## src/sv/arfc_pkg.sv

```systemverilog
// Shared types, register map and CRC helper for the ADC reply frame checker.
// No dependencies; imported by every module of the block.
package arfc_pkg;

    localparam int PADDR_W        = 5;
    localparam int PDATA_W        = 32;
    localparam int QUEUE_DEPTH_DEF = 2;

    typedef enum logic [2:0] {
        REG_STATUS_ENABLE   = 3'd0,
        REG_CHECK_MODE      = 3'd1,
        REG_WHICH_CONVERTER = 3'd2,
        REG_CHECKSUM_OFFSET = 3'd3,
        REG_CRC_POLY_LOW    = 3'd4
    } t_reg_idx;

    typedef enum logic [1:0] {
        CHK_NONE = 2'd0,
        CHK_SUM  = 2'd1,
        CHK_CRC  = 2'd2,
        CHK_RAW  = 2'd3
    } t_check_mode;

    typedef struct packed {
        logic        status_enable;
        t_check_mode check_mode;
        logic        which_converter;
        logic [7:0]  checksum_offset;
        logic [7:0]  crc_poly_low;
    } t_cfg;

    // what a reply byte is, decided by its place in the frame
    typedef enum logic [1:0] {
        K_STATUS = 2'd0,
        K_DATA   = 2'd1,
        K_PAD    = 2'd2,
        K_CHECK  = 2'd3
    } t_kind;

    typedef struct packed {
        logic [7:0] rx_byte;
        t_kind      kind;
        logic       first;   // first byte of a frame: clear the running state
        logic       done;    // last byte: emit a result
    } t_cmd;

    localparam logic [7:0] CFG_OFFSET_RST = 8'd155;
    localparam logic [7:0] CFG_POLY_RST   = 8'd7;
    localparam logic [7:0] DIFF_MINUS_ONE = 8'd255;

    // one byte into a CRC-8, MSB first
    function automatic logic [7:0] crc8_feed(input logic [7:0] crc,
                                             input logic [7:0] b,
                                             input logic [7:0] poly);
        logic [7:0] c;
        c = crc ^ b;
        for (int k = 0; k < 8; k++) begin
            if (c[7]) begin
                c = {c[6:0], 1'b0} ^ poly;
            end else begin
                c = {c[6:0], 1'b0};
            end
        end
        return c;
    endfunction

endpackage

```

## src/sv/arfc_back.sv

```systemverilog
// Back end: folds tagged words into value, sum and CRC; registers the result.
// Depends on arfc_pkg.
module arfc_back
    import arfc_pkg::*;
(
    input  logic        i_clk,
    input  logic        i_rst_n,
    input  t_cfg        i_cfg,
    input  logic        i_q_valid,
    input  t_cmd        i_q_cmd,
    output logic        o_q_pop,
    output logic        o_out_valid,
    input  logic        i_out_ready,
    output logic [31:0] o_reading,
    output logic [7:0]  o_status_byte,
    output logic        o_check_ok
);

    logic [31:0] r_acc;
    logic [7:0]  r_status;
    logic [7:0]  r_sum;
    logic [7:0]  r_crc;
    logic [31:0] n_acc;
    logic [7:0]  n_status;
    logic [7:0]  n_sum;
    logic [7:0]  n_crc;
    logic [31:0] base_acc;
    logic [7:0]  base_status;
    logic [7:0]  base_sum;
    logic [7:0]  base_crc;
    logic [7:0]  diff;
    logic        ok;
    logic        r_out_valid;
    logic [31:0] r_reading;
    logic [7:0]  r_status_byte;
    logic        r_check_ok;

    assign o_q_pop = i_q_valid && (!r_out_valid || i_out_ready);

    assign base_acc    = i_q_cmd.first ? 32'd0 : r_acc;
    assign base_status = i_q_cmd.first ? 8'd0  : r_status;
    assign base_sum    = i_q_cmd.first ? 8'd0  : r_sum;
    assign base_crc    = i_q_cmd.first ? 8'd0  : r_crc;

    assign diff = base_sum + i_cfg.checksum_offset - i_q_cmd.rx_byte;

    always_comb begin
        n_acc    = base_acc;
        n_status = base_status;
        n_sum    = base_sum;
        n_crc    = base_crc;
        ok       = 1'b1;
        unique case (i_q_cmd.kind)
            K_STATUS: begin
                n_status = i_q_cmd.rx_byte;
            end
            K_DATA: begin
                n_acc = {base_acc[23:0], i_q_cmd.rx_byte};
                n_sum = base_sum + i_q_cmd.rx_byte;
                n_crc = crc8_feed(base_crc, i_q_cmd.rx_byte, i_cfg.crc_poly_low);
            end
            K_PAD: begin
            end
            K_CHECK: begin
                unique case (i_cfg.check_mode)
                    CHK_SUM:  ok = (diff == 8'd0) || (diff == 8'd1) ||
                                   (diff == DIFF_MINUS_ONE);
                    CHK_CRC:  ok = (base_crc == i_q_cmd.rx_byte);
                    CHK_NONE,
                    CHK_RAW:  ok = 1'b1;
                    default:  ok = 1'b1;
                endcase
            end
            default: begin
            end
        endcase
    end

    always_ff @(posedge i_clk) begin
        if (o_q_pop) begin
            r_acc    <= n_acc;
            r_status <= n_status;
            r_sum    <= n_sum;
            r_crc    <= n_crc;
        end
    end

    always_ff @(posedge i_clk) begin
        if (!i_rst_n) begin
            r_out_valid <= 1'b0;
        end else if (o_q_pop && i_q_cmd.done) begin
            r_out_valid <= 1'b1;
        end else if (i_out_ready) begin
            r_out_valid <= 1'b0;
        end
    end

    always_ff @(posedge i_clk) begin
        if (o_q_pop && i_q_cmd.done) begin
            r_reading     <= i_cfg.which_converter ? {8'd0, n_acc[23:0]} : n_acc;
            r_status_byte <= i_cfg.status_enable ? n_status : 8'd0;
            r_check_ok    <= ok;
        end
    end

    assign o_out_valid   = r_out_valid;
    assign o_reading     = r_reading;
    assign o_status_byte = r_status_byte;
    assign o_check_ok    = r_check_ok;

endmodule

```

## config.mk

```make
export PLATFORM = sky130hd
export DESIGN_NAME = arfc_back
export DESIGN_NICKNAME = d
export VERILOG_FILES = /design/src/sv/arfc_pkg.sv /design/src/sv/arfc_back.sv
export SDC_FILE = /design/constraint.sdc
export NUM_CORES = 1
export LEC_CHECK = 0
export ABC_AREA = 1
export BUFFER_PORTS_ARGS = -buffer_cell sky130_fd_sc_hd__buf_4
export CORE_MARGIN = 1.5
export CORE_UTILIZATION = 30
export CTS_BUF_LIST = sky130_fd_sc_hd__clkbuf_8
export DETAILED_ROUTE_END_ITERATION = 12
export SKIP_LAST_GASP = 1
export SLEW_MARGIN = 20
export SYNTH_ARGS = -nofsm -noshare
export SYNTH_HDL_FRONTEND = slang
export SYNTH_SLANG_ARGS = --single-unit
```

## constraint.sdc

```tcl
create_clock -name i_clk -period 7.6 [get_ports i_clk]
set_input_delay 0.38 -clock i_clk [delete_from_list [all_inputs] [get_ports i_clk]]
set_output_delay 0.38 -clock i_clk [all_outputs]
set_load 0.01 [all_outputs]
```

Word level (Yosys, flattened, before mapping)
Index checks and enable logic that the tools add are counted.
{ "totals": {"reg_bits": 98, "input_bits": 36, "out_inout_bits": 43, "elab_cells": 66} }
{ "op_classes": {"add_sub_neg": 3, "eq_ne": 8, "muxes": 26, "bitwise_logic": 9, "reduce_logical": 11} }
{ "ops": {"columns": ["cell", "count"], "rows": [
  ["2-to-1 mux 8 bit", 21],
  ["XOR 8 bit", 9],
  ["2-to-1 mux 32 bit", 2],
  ["adder 8 bit", 2],
  ["equality test 8 x 1 -> 1 bit (second input constant)", 1],
  ["equality test 8 bit", 1],
  ["equality test 8 bit (second input constant)", 1],
  ["zero test 8 bit", 1],
  ["subtractor 8 bit", 1],
  ["equality test 2 bit (second input constant)", 3],
  ["equality test 2 x 1 -> 1 bit (second input constant)", 2],
  ["zero test 2 bit", 2],
  ["logical OR 1 bit", 3],
  ["case mux 1 bit (3 select lines)", 1],
  ["logical AND 1 bit", 2],
  ["2-to-1 mux 1 bit", 2],
  ["nonzero test 2 bit", 1],
  ["OR reduction 2 bit", 1],
  ["zero test 1 bit", 1]
]} }

Logic depth before layout (Yosys ltp)
Gate-level depths: netlist of the first run.
{ "logic_depth": {"ltp_word": 26, "mapped_depth": 30, "depth_no_buf": 29} }

Least setup slack after synthesis of the first run
Ideal clock, no wire load.
{ "synth_timing": {"path_kind": "input -> register", "start": "input i_out_ready", "end": "register r_check_ok, in the netlist o_check_ok, enable pin", "setup_ps": 501, "arrival_ps": 3497, "required_ps": 7099, "slack_ps": 3602, "path_stages": 2, "n_path_buf": 0, "path_cell_list": "nor2_1 nor3b_1"} }
{ "synth_between": {"elab_chain_cells": 3} }
{ "synth_rtl": {"columns": ["item", "line_no", "rtl"], "rows": [
  ["from (decl)", "arfc_back.sv:13", "input logic i_out_ready,"],
  ["logical OR 1 bit", "arfc_back.sv:38", "assign o_q_pop = i_q_valid && (!r_out_valid || i_out_ready);"],
  ["logical AND 1 bit", "arfc_back.sv:38", null],
  ["logical AND 1 bit", "arfc_back.sv:99", "if (o_q_pop && i_q_cmd.done) begin"],
  ["to (signal assigned)", "arfc_back.sv:102", "r_check_ok <= ok;"],
  ["to (decl)", "arfc_back.sv:36", "logic r_check_ok;"]
]} }
No other way between the ends.
A chain may end at the register's enable or synchronous reset.

Worst setup path after layout of the first run
{ "layout_timing": {"start": "input i_q_cmd[1] (netlist name)", "end": "register r_crc[6] (data pin)"} }
{ "layout_between": {"elab_chain_cells": 25, "word_cells_on_any_way": 26, "cone_classes": "mux: 17; bitwise: 9"} }
{ "layout_rtl": {"columns": ["item", "line_no", "rtl"], "rows": [
  ["from (decl)", "arfc_back.sv:10", "input t_cmd i_q_cmd,"],
  ["2-to-1 mux 8 bit (*)", "arfc_back.sv:43", "assign base_crc = i_q_cmd.first ? 8'd0 : r_crc;"],
  ["XOR 8 bit", "arfc_pkg.sv:56", "c = crc ^ b;"],
  ["XOR 8 bit", "arfc_pkg.sv:59", "c = {c[6:0], 1'b0} ^ poly;"],
  ["2-to-1 mux 8 bit", "arfc_pkg.sv:58", "if (c[7]) begin"],
  ["2-to-1 mux 8 bit", "arfc_back.sv:53", "unique case (i_q_cmd.kind)"],
  ["2-to-1 mux 8 bit / XOR 8 bit (equally long branches)", "arfc_pkg.sv:58, arfc_pkg.sv:59", null],
  ["2-to-1 mux 8 bit, on equally long branches", "arfc_back.sv:53, arfc_pkg.sv:58", null],
  ["XOR 8 bit / 2-to-1 mux 8 bit (equally long branches)", "arfc_pkg.sv:59, arfc_back.sv:53", null],
  ["[10 not listed]", null, null],
  ["2-to-1 mux 8 bit, on equally long branches", "arfc_back.sv:53, arfc_pkg.sv:58", null],
  ["XOR 8 bit / 2-to-1 mux 8 bit (equally long branches)", "arfc_pkg.sv:59, arfc_back.sv:53", null],
  ["2-to-1 mux 8 bit / XOR 8 bit (equally long branches)", "arfc_pkg.sv:58, arfc_pkg.sv:59", null],
  ["2-to-1 mux 8 bit, on equally long branches", "arfc_back.sv:53, arfc_pkg.sv:58", null],
  ["XOR 8 bit / 2-to-1 mux 8 bit (equally long branches)", "arfc_pkg.sv:59, arfc_back.sv:53", null],
  ["2-to-1 mux 8 bit", "arfc_pkg.sv:58", null],
  ["2-to-1 mux 8 bit (*)", "arfc_back.sv:53", null],
  ["named net n_crc[6]", "arfc_back.sv:26", "logic [7:0] n_crc;"],
  ["to (signal assigned)", "arfc_back.sv:84", "r_crc <= n_crc;"],
  ["to (decl)", "arfc_back.sv:22", "logic [7:0] r_crc;"]
]} }
The timed path passes the listed nets; every way through them passes the cells marked *. The select of a mux whose other input is x is not followed.

==> results.md, run 1 <==
* Result of the run: finished, final reports clean
* Synthesized-area fraction occupied by ao, oa, aoi and oai cells at 0.0626
* Pin count of the biggest net entering global routing at 80
* Layout area overhead at 16.6%
* First-pass iteration count of the detailed router at 5
* Finished Cell Area at 7410 um^2
* Share of post-route cells with drive strength above 1 at 0.187
* Total negative setup slack at 0 ps
* Final period util at 0.489
* Sinks on Clock Net at 98
* Dominant combinational cell family by area after synthesis: simple AND/OR/NAND/NOR gates
* Worst supply voltage drop on vdd at 89.4 uV
* Synth warn at 0
* CP Class: in -> reg
* Via count of the first global-routing pass at 4,470
* Total CTS buffers at 9
* CP endpoint kind: register
* Most common cell after layout, fill and taps aside: sky130_fd_sc_hd__nand2_1
* Routed length per instance at 13.3 um
* Shortest clock period the worst path allows after layout at 3720 ps
* Clock Latency Late Sink at 360 ps
* Worst-case clock skew at 7.46 ps
* Setup repair after global routing missed its margin: false
* Die extent in x at 149 um
* Final routed wirelength across all metal layers at 14.4 mm
* # rows at 53
* CTS max path bufs at 2
* Nets at 864
* Count of buffers added by post-CTS timing repair for setup at 0
* Final setup violation count at 0
* Arrival @ worst endpoint at 3840 ps
* Xor and xnor fraction of the mapped netlist area at 0.0520
* Total global-route track usage at 0.132
* Total power of the final layout at 0.00171 W
* Cells resized by post-CTS repair at 0
* Final Max Tran Viols at 0
* Summed instance area of the synthesized netlist at 6360 um^2
* Die height at 149 um
* Power density cells at 230 nW/um^2
* Global-route wire length before repair at 23.2 mm
* Post-synthesis share of cell area spent on full adders, half adders and majority gates at 0.0586
* Non-filler cells, final at 1,083
* Dominant cells by area after synthesis: sky130_fd_sc_hd__edfxtp_1, sky130_fd_sc_hd__nand2_1, sky130_fd_sc_hd__nand3_1, sky130_fd_sc_hd__inv_1, sky130_fd_sc_hd__ha_1
* CTS tree: built
* Synthesis-stage register bit count at 98
* Area share of the leading cell type in the synthesized netlist at 0.458
* Maximum fanout count along the critical path at 79
* Cts hold-fix bufs at 0
* Post-detailed-route count of antenna-violating nets at 0
* HPWL after detailed placement at 10.3 mm
* Instance count after placement with tap cells included at 1,067
* Cell taking the most area after synthesis: sky130_fd_sc_hd__edfxtp_1
* Static Leakage at 3.39 nW
* Initial antenna violation count at 0
* Synthesized area per cell at 8.60 um^2
* Leading cell types in the layout, fill and taps excluded: sky130_fd_sc_hd__nand2_1, sky130_fd_sc_hd__nand3_1, sky130_fd_sc_hd__edfxtp_1
* Tightest slew margin relative to the limit at 0.458
* Number of I/O port buffers at 78
* Num ports at 79
* Least-Margin Pin Slew at 812 ps
* Placeable core region at 20,900 um^2
* Path category of the worst min-delay check: in -> reg
* Number of vias per cell at 4.53
* Number of unique standard cell types used by synthesis at 39
* Maximum capacitance violations at 0
* Post-Synthesis Net Count at 800
* Required arrival time at the worst endpoint at 7730 ps
* Max Fclk at 269 MHz
* Mux share of post-synthesis cell area at 0
* Placer congestion estimate at 0.810
* Clock input transition at the sequential cells of the worst setup and hold paths at 100 ps
* Initial standard-cell utilization of the core at 0.304
* Hold violation count in the final report at 0
* Sequential fraction of the synthesis area at 0.461
* CP Launch Type: input pin
* Post-Route Utilization at 0.355
* Mapped Cells at 739
* Die Area at 22,100 um^2
* H-tree Lvls at 3
* DRC violation total after the first TritonRoute iteration at 338
* Synthesized-area fraction occupied by and/or/nand/nor cells at 0.286
* Residual DRC at 0
* Post-place instance area at 7200 um^2
* Antenna cells at 0
* Remaining Overflow, GRT at 0
* Root Buffer Master: sky130_fd_sc_hd__clkbuf_8
* Detailed-route via count at 4,903
## final cells by class
cell class | instances | area (um^2)
Tap cell | 275 | 344
Clock buffer | 9 | 124
Fill cell | 2158 | 13500
Multi-Input combinational cell | 511 | 2930
Clock inverter | 7 | 83.8
Sequential cell | 98 | 2930
Inverter | 101 | 379
Timing Repair Buffer | 82 | 616
## power by group
part           leakage [nW]  internal (W)  total (W)  switching (W)
Clock                 0.102      0.000158   0.000349       0.000191
Sequential            0.968      0.000648   0.000663      0.0000155
Combinational          2.32      0.000245   0.000693       0.000448
Total                  3.39       0.00105    0.00171       0.000655
## sequential cells by signal, indices dropped and copies added, names as in the netlist
name	cells
r_crc	8
o_check_ok	1
r_status	8
o_reading	32
o_out_valid	1
r_sum	8
r_acc	32
o_status_byte	8
## synthesized netlist by cell type
cell	number
sky130_fd_sc_hd__nand2_1	184
sky130_fd_sc_hd__nand3_1	116
sky130_fd_sc_hd__edfxtp_1	97
sky130_fd_sc_hd__inv_1	89
sky130_fd_sc_hd__o21ai_0	41
sky130_fd_sc_hd__nor2_1	32
sky130_fd_sc_hd__a21oi_1	24
sky130_fd_sc_hd__xor2_1	20
sky130_fd_sc_hd__clkbuf_1	17
sky130_fd_sc_hd__ha_1	17
sky130_fd_sc_hd__xnor2_1	14
sky130_fd_sc_hd__inv_2	12
sky130_fd_sc_hd__nand3_2	9
sky130_fd_sc_hd__fa_1	8
sky130_fd_sc_hd__nand2_2	8
sky130_fd_sc_hd__nand2_4	6
sky130_fd_sc_hd__buf_1	5
sky130_fd_sc_hd__buf_2	4
sky130_fd_sc_hd__nand3_4	4
sky130_fd_sc_hd__nand4_1	4
sky130_fd_sc_hd__nor2_4	4
sky130_fd_sc_hd__buf_4	2
sky130_fd_sc_hd__nor2_2	2
sky130_fd_sc_hd__nor2_8	2
sky130_fd_sc_hd__nor3_1	2
sky130_fd_sc_hd__o21ai_1	2
sky130_fd_sc_hd__o21bai_1	2
sky130_fd_sc_hd__a211oi_1	1
sky130_fd_sc_hd__a31o_2	1
sky130_fd_sc_hd__buf_6	1
sky130_fd_sc_hd__dfxtp_1	1
sky130_fd_sc_hd__nor3b_1	1
sky130_fd_sc_hd__nor4_1	1
sky130_fd_sc_hd__o2111ai_1	1
sky130_fd_sc_hd__o22ai_1	1
sky130_fd_sc_hd__o31ai_1	1
sky130_fd_sc_hd__o41ai_1	1
sky130_fd_sc_hd__xnor2_2	1
sky130_fd_sc_hd__xor2_2	1
## critical path, stage by stage
cell,delay (ps)
sky130_fd_sc_hd__buf_4,130
sky130_fd_sc_hd__inv_2,40
sky130_fd_sc_hd__buf_4,600
sky130_fd_sc_hd__nand3_1,290
sky130_fd_sc_hd__nand3_1,180
sky130_fd_sc_hd__nand2_2,80
sky130_fd_sc_hd__nand2_4,130
sky130_fd_sc_hd__nand2_4,80
sky130_fd_sc_hd__nand2_4,100
sky130_fd_sc_hd__inv_2,60
sky130_fd_sc_hd__nor2_8,160
sky130_fd_sc_hd__nand2_1,70
sky130_fd_sc_hd__nand2_1,70
sky130_fd_sc_hd__nand2_2,80
sky130_fd_sc_hd__xnor2_1,250
sky130_fd_sc_hd__nand2_2,160
sky130_fd_sc_hd__nand3_2,120
sky130_fd_sc_hd__nor2_1,70
sky130_fd_sc_hd__nor2_4,190
sky130_fd_sc_hd__nand3_2,90
sky130_fd_sc_hd__nand2_2,210
sky130_fd_sc_hd__nand3_1,110
sky130_fd_sc_hd__nand3_1,90
sky130_fd_sc_hd__nand2_1,60
## kinds of logic (layout without fill, tap and decap cells)
group,after synthesis,count (layout)
adder cells (fa/ha/maj),25,25
AND/OR/NAND/NOR,375,375
AO/OA/AOI/OAI,75,75
flip-flops,98,98
buffers and inverters,130,199
XOR/XNOR,36,36
## per-stage QoR
step	hold WS (ps)	worst slack, ps
after global placement	560	3580
after detailed placement	564	3510
final	241	3880
after floorplan	510	3600
after global routing	233	3500
after CTS	218	3920
## final timing paths
path	from	end	slack (ps)	depth (start not counted)
hold reg to reg	r_acc[29]$_DFFE_PP_	r_acc[29]$_DFFE_PP_	590	2
hold / removal	i_rst_n	o_out_valid$_SDFFE_PN0P_	240	3
setup reg to reg	r_crc[7]$_DFFE_PP_	r_crc[6]$_DFFE_PP_	4360	22
setup / recovery	i_q_cmd[1]	r_crc[6]$_DFFE_PP_	3880	24
## per-layer routing
metal,up-vias,track usage,share of wire
met3,9,0.0215,0.044
li1,2576,-,-
met4,0,0.0342,0.011
met2,85,0.214,0.46
met1,2233,0.185,0.48
met5,-,0,0
Power figures use the tool's default switching activity.
==> inputs of run 2 (changes only) <==
- clock period: 7.6 -> 3 ns (I/O delays scaled with it)
==> run 2 against run 1 <==
The flow now finishes with violations (setup timing). Clock power increased to 2.8 times the previous value. Global-route usage grew 1.1 points. Count of clock-buffer cells in the layout did not move. First-iteration DRC count down 14%. Combinational power rose to 3.6 times the previous value. Total power increased to 3.0 times the previous value. Sequential share of layout area fell by 3.6 points. Hold slack lost 150 ps. Non-clock buffer count grew 49. Die area did not move. Setup slack worse by 4000 ps. Largest cell class is now multi-input combinational cells.
==> results.md, run 2 (synthesis results as in run 1) <==
* Result of the run: finished with violations
* Violations in the final reports: setup timing
* Final routed wirelength across all metal layers at 15.9 mm
* Sinks on Clock Net at 98
* Power Internal at 0.00313 W
* Pin count of the biggest net entering global routing at 58
* Hold Path Stages at 2
* Power density cells at 631 nW/um^2
* Maximum capacitance violations at 0
* Placeable core region at 20,900 um^2
* Min setup slack post-route at -157 ps
* Die extent in x at 149 um
* Post-Route Utilization at 0.390
* Number of I/O port buffers at 78
* Num ports at 79
* Share of post-route cells with drive strength above 1 at 0.302
* Arrival @ worst endpoint at 3280 ps
* CP Launch Type: register
* Die height at 149 um
* CP Class: reg -> reg
* Combinational share of power at 0.486
* Required arrival time at the worst endpoint at 3120 ps
* Sequential Area at 2930 um^2
* Global-route wire length before repair at 25.3 mm
* Clock Latency Late Sink at 370 ps
* Relative contribution of the clock network to total power at 0.187
* Die Area at 22,100 um^2
* Hold path endpoint: o_check_ok$_SDFFCE_PP1P_
* Least-Margin Pin Slew at 828 ps
* Root Buffer Master: sky130_fd_sc_hd__clkbuf_8
* Hold violation count in the final report at 0
* CTS tree: built
* Hold wc startpoint: i_q_cmd[3]
* Final period util at 1.05
* First-pass iteration count of the detailed router at 5
* Routed length per instance at 14.0 um
* Sequential power share at 0.327
* Detailed-route via count at 5,257
* Nets at 914
* Setup repair after global routing missed its margin: true
* Post-detailed-route count of antenna-violating nets at 0
* Residual DRC at 0
* Switching share of total power at 0.391
* Launch point of the critical path: r_crc[7]$_DFFE_PP_
* H-tree Lvls at 3
* Shortest clock period the worst path allows after layout at 3160 ps
* Total power of the final layout at 0.00514 W
* CTS max path bufs at 2
* Layout area overhead at 28.1%
* # rows at 53
* Multi-input combinational cell area at 3260 um^2
* Leading cell types in the layout, fill and taps excluded: sky130_fd_sc_hd__nand2_1, sky130_fd_sc_hd__buf_4, sky130_fd_sc_hd__edfxtp_1
* Total CTS buffers at 9
* Clock input transition at the sequential cells of the worst setup and hold paths at 100 ps
* Remaining Overflow, GRT at 0
* Most common cell after layout, fill and taps aside: sky130_fd_sc_hd__nand2_1
* Static Leakage at 3.71 nW
* Final setup violation count at 8
* Max Fclk at 317 MHz
* DRC violation total after the first TritonRoute iteration at 289
* CP endpoint kind: register
* Placer congestion estimate at 0.836
* Tightest slew margin relative to the limit at 0.448
* Worst r2r dst: r_crc[5]$_DFFE_PP_
* Power spent charging and discharging nets at 0.00201 W
* Final Hold Slack at 94.6 ps
* Initial antenna violation count at 0
* FF-to-FF setup slack at -160 ps
* Worst-case clock skew at 14.3 ps
* Launch instance of the worst register-to-register path: r_crc[7]$_DFFE_PP_
* Path category of the worst min-delay check: in -> reg
* Number of filler cells placed in the layout at 2,137
* Number of vias per cell at 4.64
* Worst supply voltage drop on vdd at 380 uV
* HPWL after detailed placement at 11.2 mm
* Via count of the first global-routing pass at 4,904
* Antenna cells at 0
* Maximum fanout count along the critical path at 8
* Final Max Tran Viols at 0
* Depth of the most critical reg-to-reg path at 23
* Total global-route track usage at 0.144
* Initial standard-cell utilization of the core at 0.304
==> run 2: cell count changes in the layout (fill, tap and decap cells not counted), moves of 4 or more <==
cell / change
sky130_fd_sc_hd__nand2_2: +18
sky130_fd_sc_hd__o21ai_1: +4
sky130_fd_sc_hd__buf_6: +6
sky130_fd_sc_hd__o21ai_0: -4
sky130_fd_sc_hd__nor2_1: -6
sky130_fd_sc_hd__nor2_2: +4
sky130_fd_sc_hd__nand2_4: +5
sky130_fd_sc_hd__buf_4: +42
sky130_fd_sc_hd__nand2_1: -23
sky130_fd_sc_hd__nand3_4: +6
sky130_fd_sc_hd__nand3_1: -23
sky130_fd_sc_hd__nand3_2: +17
==> run 2: area by class of cell <==
class / instances / share of cell area
Sequential cell: 98 / 0.360
Timing Repair Buffer: 131 / 0.124
Clock buffer: 9 / 0.0152
Inverter: 101 / 0.0468
Tap cell: 275 / 0.0422
Multi-Input combinational cell: 512 / 0.400
Clock inverter: 7 / 0.0123
==> run 2: worst max path at each step <==
| stage | end | slack (ps) | cells after the start |
|---|---|---|---|
| 6_report | r_crc[5]$_DFFE_PP_ | -160 | 23 |
| 5_1_grt | r_crc[2]$_DFFE_PP_ | -320 | 23 |
| 4_1_cts | r_crc[6]$_DFFE_PP_ | -20 | 25 |
| 3_5_place_dp | r_crc[2]$_DFFE_PP_ | -200 | 23 |
| 3_3_place_gp | r_crc[1]$_DFFE_PP_ | -150 | 23 |
| 2_1_floorplan | o_check_ok$_SDFFCE_PP1P_ | 30 | 16 |
==> run 2: worst max-delay path, cell delays in order (launching register included) <==
cell and delay, ps:
sky130_fd_sc_hd__edfxtp_1 470, sky130_fd_sc_hd__nand2_2 140, sky130_fd_sc_hd__nand2_2 70, sky130_fd_sc_hd__nand2_4 100
sky130_fd_sc_hd__nand3_4 80, sky130_fd_sc_hd__nand2_4 120, sky130_fd_sc_hd__nand2_4 80, sky130_fd_sc_hd__nand2_4 120
sky130_fd_sc_hd__inv_4 50, sky130_fd_sc_hd__nor2_8 160, sky130_fd_sc_hd__nand2_1 70, sky130_fd_sc_hd__nand2_1 70
sky130_fd_sc_hd__nand2_2 100, sky130_fd_sc_hd__xnor2_2 160, sky130_fd_sc_hd__nand2_2 150, sky130_fd_sc_hd__nand3_4 110
sky130_fd_sc_hd__nand2_4 110, sky130_fd_sc_hd__inv_2 50, sky130_fd_sc_hd__nor2_4 200, sky130_fd_sc_hd__nand3_4 150
sky130_fd_sc_hd__nand2_8 130, sky130_fd_sc_hd__nand3_1 90, sky130_fd_sc_hd__nand3_1 90, sky130_fd_sc_hd__nand2_1 50
==> run 2: routing by layer <==
layer  vias to the layer above  global-route usage  part of all wire
li1                       2679                   -                 -
met1                      2438               0.199              0.46
met2                       128               0.239              0.49
met3                        12              0.0160             0.047
met4                         0              0.0381             0.010
met5                         -                   0                 0
==> run 2: metrics by stage <==
step           TNS, ps  worst slack (ps)  cells  area (um^2)
2_1_floorplan        0              28.5    739         6360
3_3_place_gp     -1100              -149   1106         7500
3_5_place_dp     -1510              -196   1106         7500
4_1_cts          -74.3             -21.2   1125         7780
5_1_grt          -2400              -325   1133         8150
6_report         -1010              -157   1133         8150
==> run 2: repair_timing <==
item	4_1_cts	5_1_grt
gates resized for setup	8	78
pin swaps	1	51
hold buffers	1	0
endpoints found under the hold margin	1	0
endpoints found under the setup margin	8	9
buffers inserted	2	7
gates cloned	0	1
==> run 2: power groups by stage <==
stage	sequential [W]	combinational, W	clock [W]
2_1_floorplan	0.00172	0.00140	0
6_report	0.00168	0.00250	0.000962
4_1_cts	0.00168	0.00201	0.000991
3_5_place_dp	0.00171	0.00196	0
5_1_grt	0.00169	0.00279	0.00104
3_3_place_gp	0.00171	0.00193	0
==> inputs of run 3 (changes only) <==
- GPL_TIMING_DRIVEN: not set -> 0
==> run 3 against run 2 <==
The flow still finishes with violations (setup timing). Non-clock buffer count up 2. Design area grew 1.5%. Critical path depth increased by 1. Utilization grew 0.59 points. Hold slack worse by 1.1 ps. Clock power fell by 3.2%. Register-to-register slack hardly changed. Clock skew shrank 8.8 ps. Sequential cell count unchanged.
==> results.md, run 3 (synthesis results as in run 1) <==
* Result of the run: finished with violations
* Violations in the final reports: setup timing
* Finished Cell Area at 8270 um^2
* Worst-case clock skew at 5.45 ps
* Placeable core region at 20,900 um^2
* Final period util at 1.06
* CP endpoint kind: register
* Static Leakage at 3.69 nW
* Initial standard-cell utilization of the core at 0.304
* Share of post-route cells with drive strength above 1 at 0.278
* Via count of the first global-routing pass at 5,066
* Total global-route track usage at 0.152
* Placer congestion estimate at 0.844
* Path category of the worst min-delay check: in -> reg
* Post-Route Utilization at 0.396
* Non-filler cells, final at 1,134
* Antenna cells at 0
* Min setup slack post-route at -171 ps
* Final routed wirelength across all metal layers at 16.6 mm
* Shortest clock period the worst path allows after layout at 3170 ps
* # rows at 53
* Worst supply voltage drop on vdd at 327 uV
* Remaining Overflow, GRT at 0
* Tightest slew margin relative to the limit at 0.471
* Number of vias per cell at 4.72
* CTS max path bufs at 2
* CP Class: reg -> reg
* First-pass iteration count of the detailed router at 4
* Residual DRC at 0
* Post-place instance area at 7330 um^2
* Initial antenna violation count at 0
* Clock Latency Late Sink at 370 ps
* Required arrival time at the worst endpoint at 3130 ps
* Layout area overhead at 30.1%
* Root Buffer Master: sky130_fd_sc_hd__clkbuf_8
* Max Fclk at 315 MHz
* Cell repeated most along the worst path: sky130_fd_sc_hd__nand3_4
* Number of I/O port buffers at 72
* Nets at 915
* Total power of the final layout at 0.00512 W
* Maximum fanout count along the critical path at 7
* CTS tree: built
* Final setup violation count at 8
* Hold violation count in the final report at 0
* Setup repair after global routing missed its margin: true
* Post-detailed-route count of antenna-violating nets at 0
* Routed length per instance at 14.6 um
* Global-route wire length before repair at 26.3 mm
* Num ports at 79
* Slowest stage delay, CP at 490 ps
* Die height at 149 um
* DRC violation total after the first TritonRoute iteration at 340
* Final Max Tran Viols at 0
* List of cells traversed by the critical path: nand2_2 > nand2_2 > nand2_4 > nand3_4 > nand2_8 > nand2_8 > nand2_8 > nand3_4 > nand2_8 > buf_12 > nand3_4 > nor2_2 > nor2_4 > nand3_4 > nand3_4 > nand2_4 > inv_2 > nor2_4 > nand3_2 > nand2_4 > buf_6 > nand3_1 > nand3_1 > nand2_1
* Least-Margin Pin Slew at 793 ps
* Clock input transition at the sequential cells of the worst setup and hold paths at 90 ps
* Detailed-route via count at 5,354
* CP Launch Type: register
* Maximum capacitance violations at 0
* Most common cell after layout, fill and taps aside: sky130_fd_sc_hd__nand2_1
* Arrival @ worst endpoint at 3300 ps
* Final Hold Slack at 93.5 ps
* Sinks on Clock Net at 98
* Power density cells at 620 nW/um^2
* Leading cell types in the layout, fill and taps excluded: sky130_fd_sc_hd__nand2_1, sky130_fd_sc_hd__nand3_1, sky130_fd_sc_hd__edfxtp_1
* H-tree Lvls at 3
* Die extent in x at 149 um
* Total CTS buffers at 9
* HPWL after detailed placement at 12.0 mm
* Cell type of the slowest stage on the worst timing path: sky130_fd_sc_hd__edfxtp_1
* Instance count after placement with tap cells included at 1,090
* Pin count of the biggest net entering global routing at 27
* Die Area at 22,100 um^2
## run 3: where the power goes
part           leakage [nW]  total (W)  internal, W  switching [W]
Combinational          2.61    0.00251      0.00102        0.00149
Clock                 0.114   0.000931     0.000464       0.000467
Sequential            0.968    0.00168      0.00164      0.0000412
## run 3: final cells by class
cell class	count	area [um^2]
Timing Repair Buffer	104	855
Sequential cell	98	2930
Multi-Input combinational cell	511	3400
Buffer	29	140
Clock inverter	7	87.6
Tap cell	275	344
Clock buffer	9	124
Inverter	101	384
Fill cell	2091	12600
## run 3: through the flow
step	TNS [ps]	setup slack, ps
3_3_place_gp	-16590	-673
2_1_floorplan	0	28.5
4_1_cts	-1110	-155
5_1_grt	-2830	-376
6_report	-1140	-171
3_5_place_dp	-3280	-684
## run 3: metal layers
layer | track usage | vias up | routed length [um]
met1 | 0.205 | 2497 | 7480
met3 | 0.0221 | 30 | 767
met2 | 0.250 | 139 | 7960
li1 | - | 2688 | -
met5 | 0 | - | 0
met4 | 0.0485 | 0 | 351
## run 3: path summary, 6_finish.rpt
| path | slack, ps | depth (start not counted) | end | start |
|---|---|---|---|---|
| worst max register to register | -170 | 24 | r_crc[5]$_DFFE_PP_ | r_crc[7]$_DFFE_PP_ |
| worst max-delay path | -170 | 24 | r_crc[5]$_DFFE_PP_ | r_crc[7]$_DFFE_PP_ |
| worst min-delay path | 90 | 2 | o_check_ok$_SDFFCE_PP1P_ | i_q_cmd[3] |
| worst min register to register | 590 | 2 | r_status[2]$_DFFE_PP_ | r_status[2]$_DFFE_PP_ |
## run 3: worst max-delay path, delay by kind of cell (launching register included)
kind / cells / cell delay (ps)
buffers and inverters: 3 / 290
flip-flops: 1 / 490
AND/OR/NAND/NOR: 21 / 2140
## run 3: repair_timing
action	in CTS	in global routing
hold buffers	1	0
hold endpoints to repair	1	0
setup endpoints to repair	9	10
gates resized for setup	25	86
gates cloned	1	0
pin swaps	27	51
buffers inserted	15	11
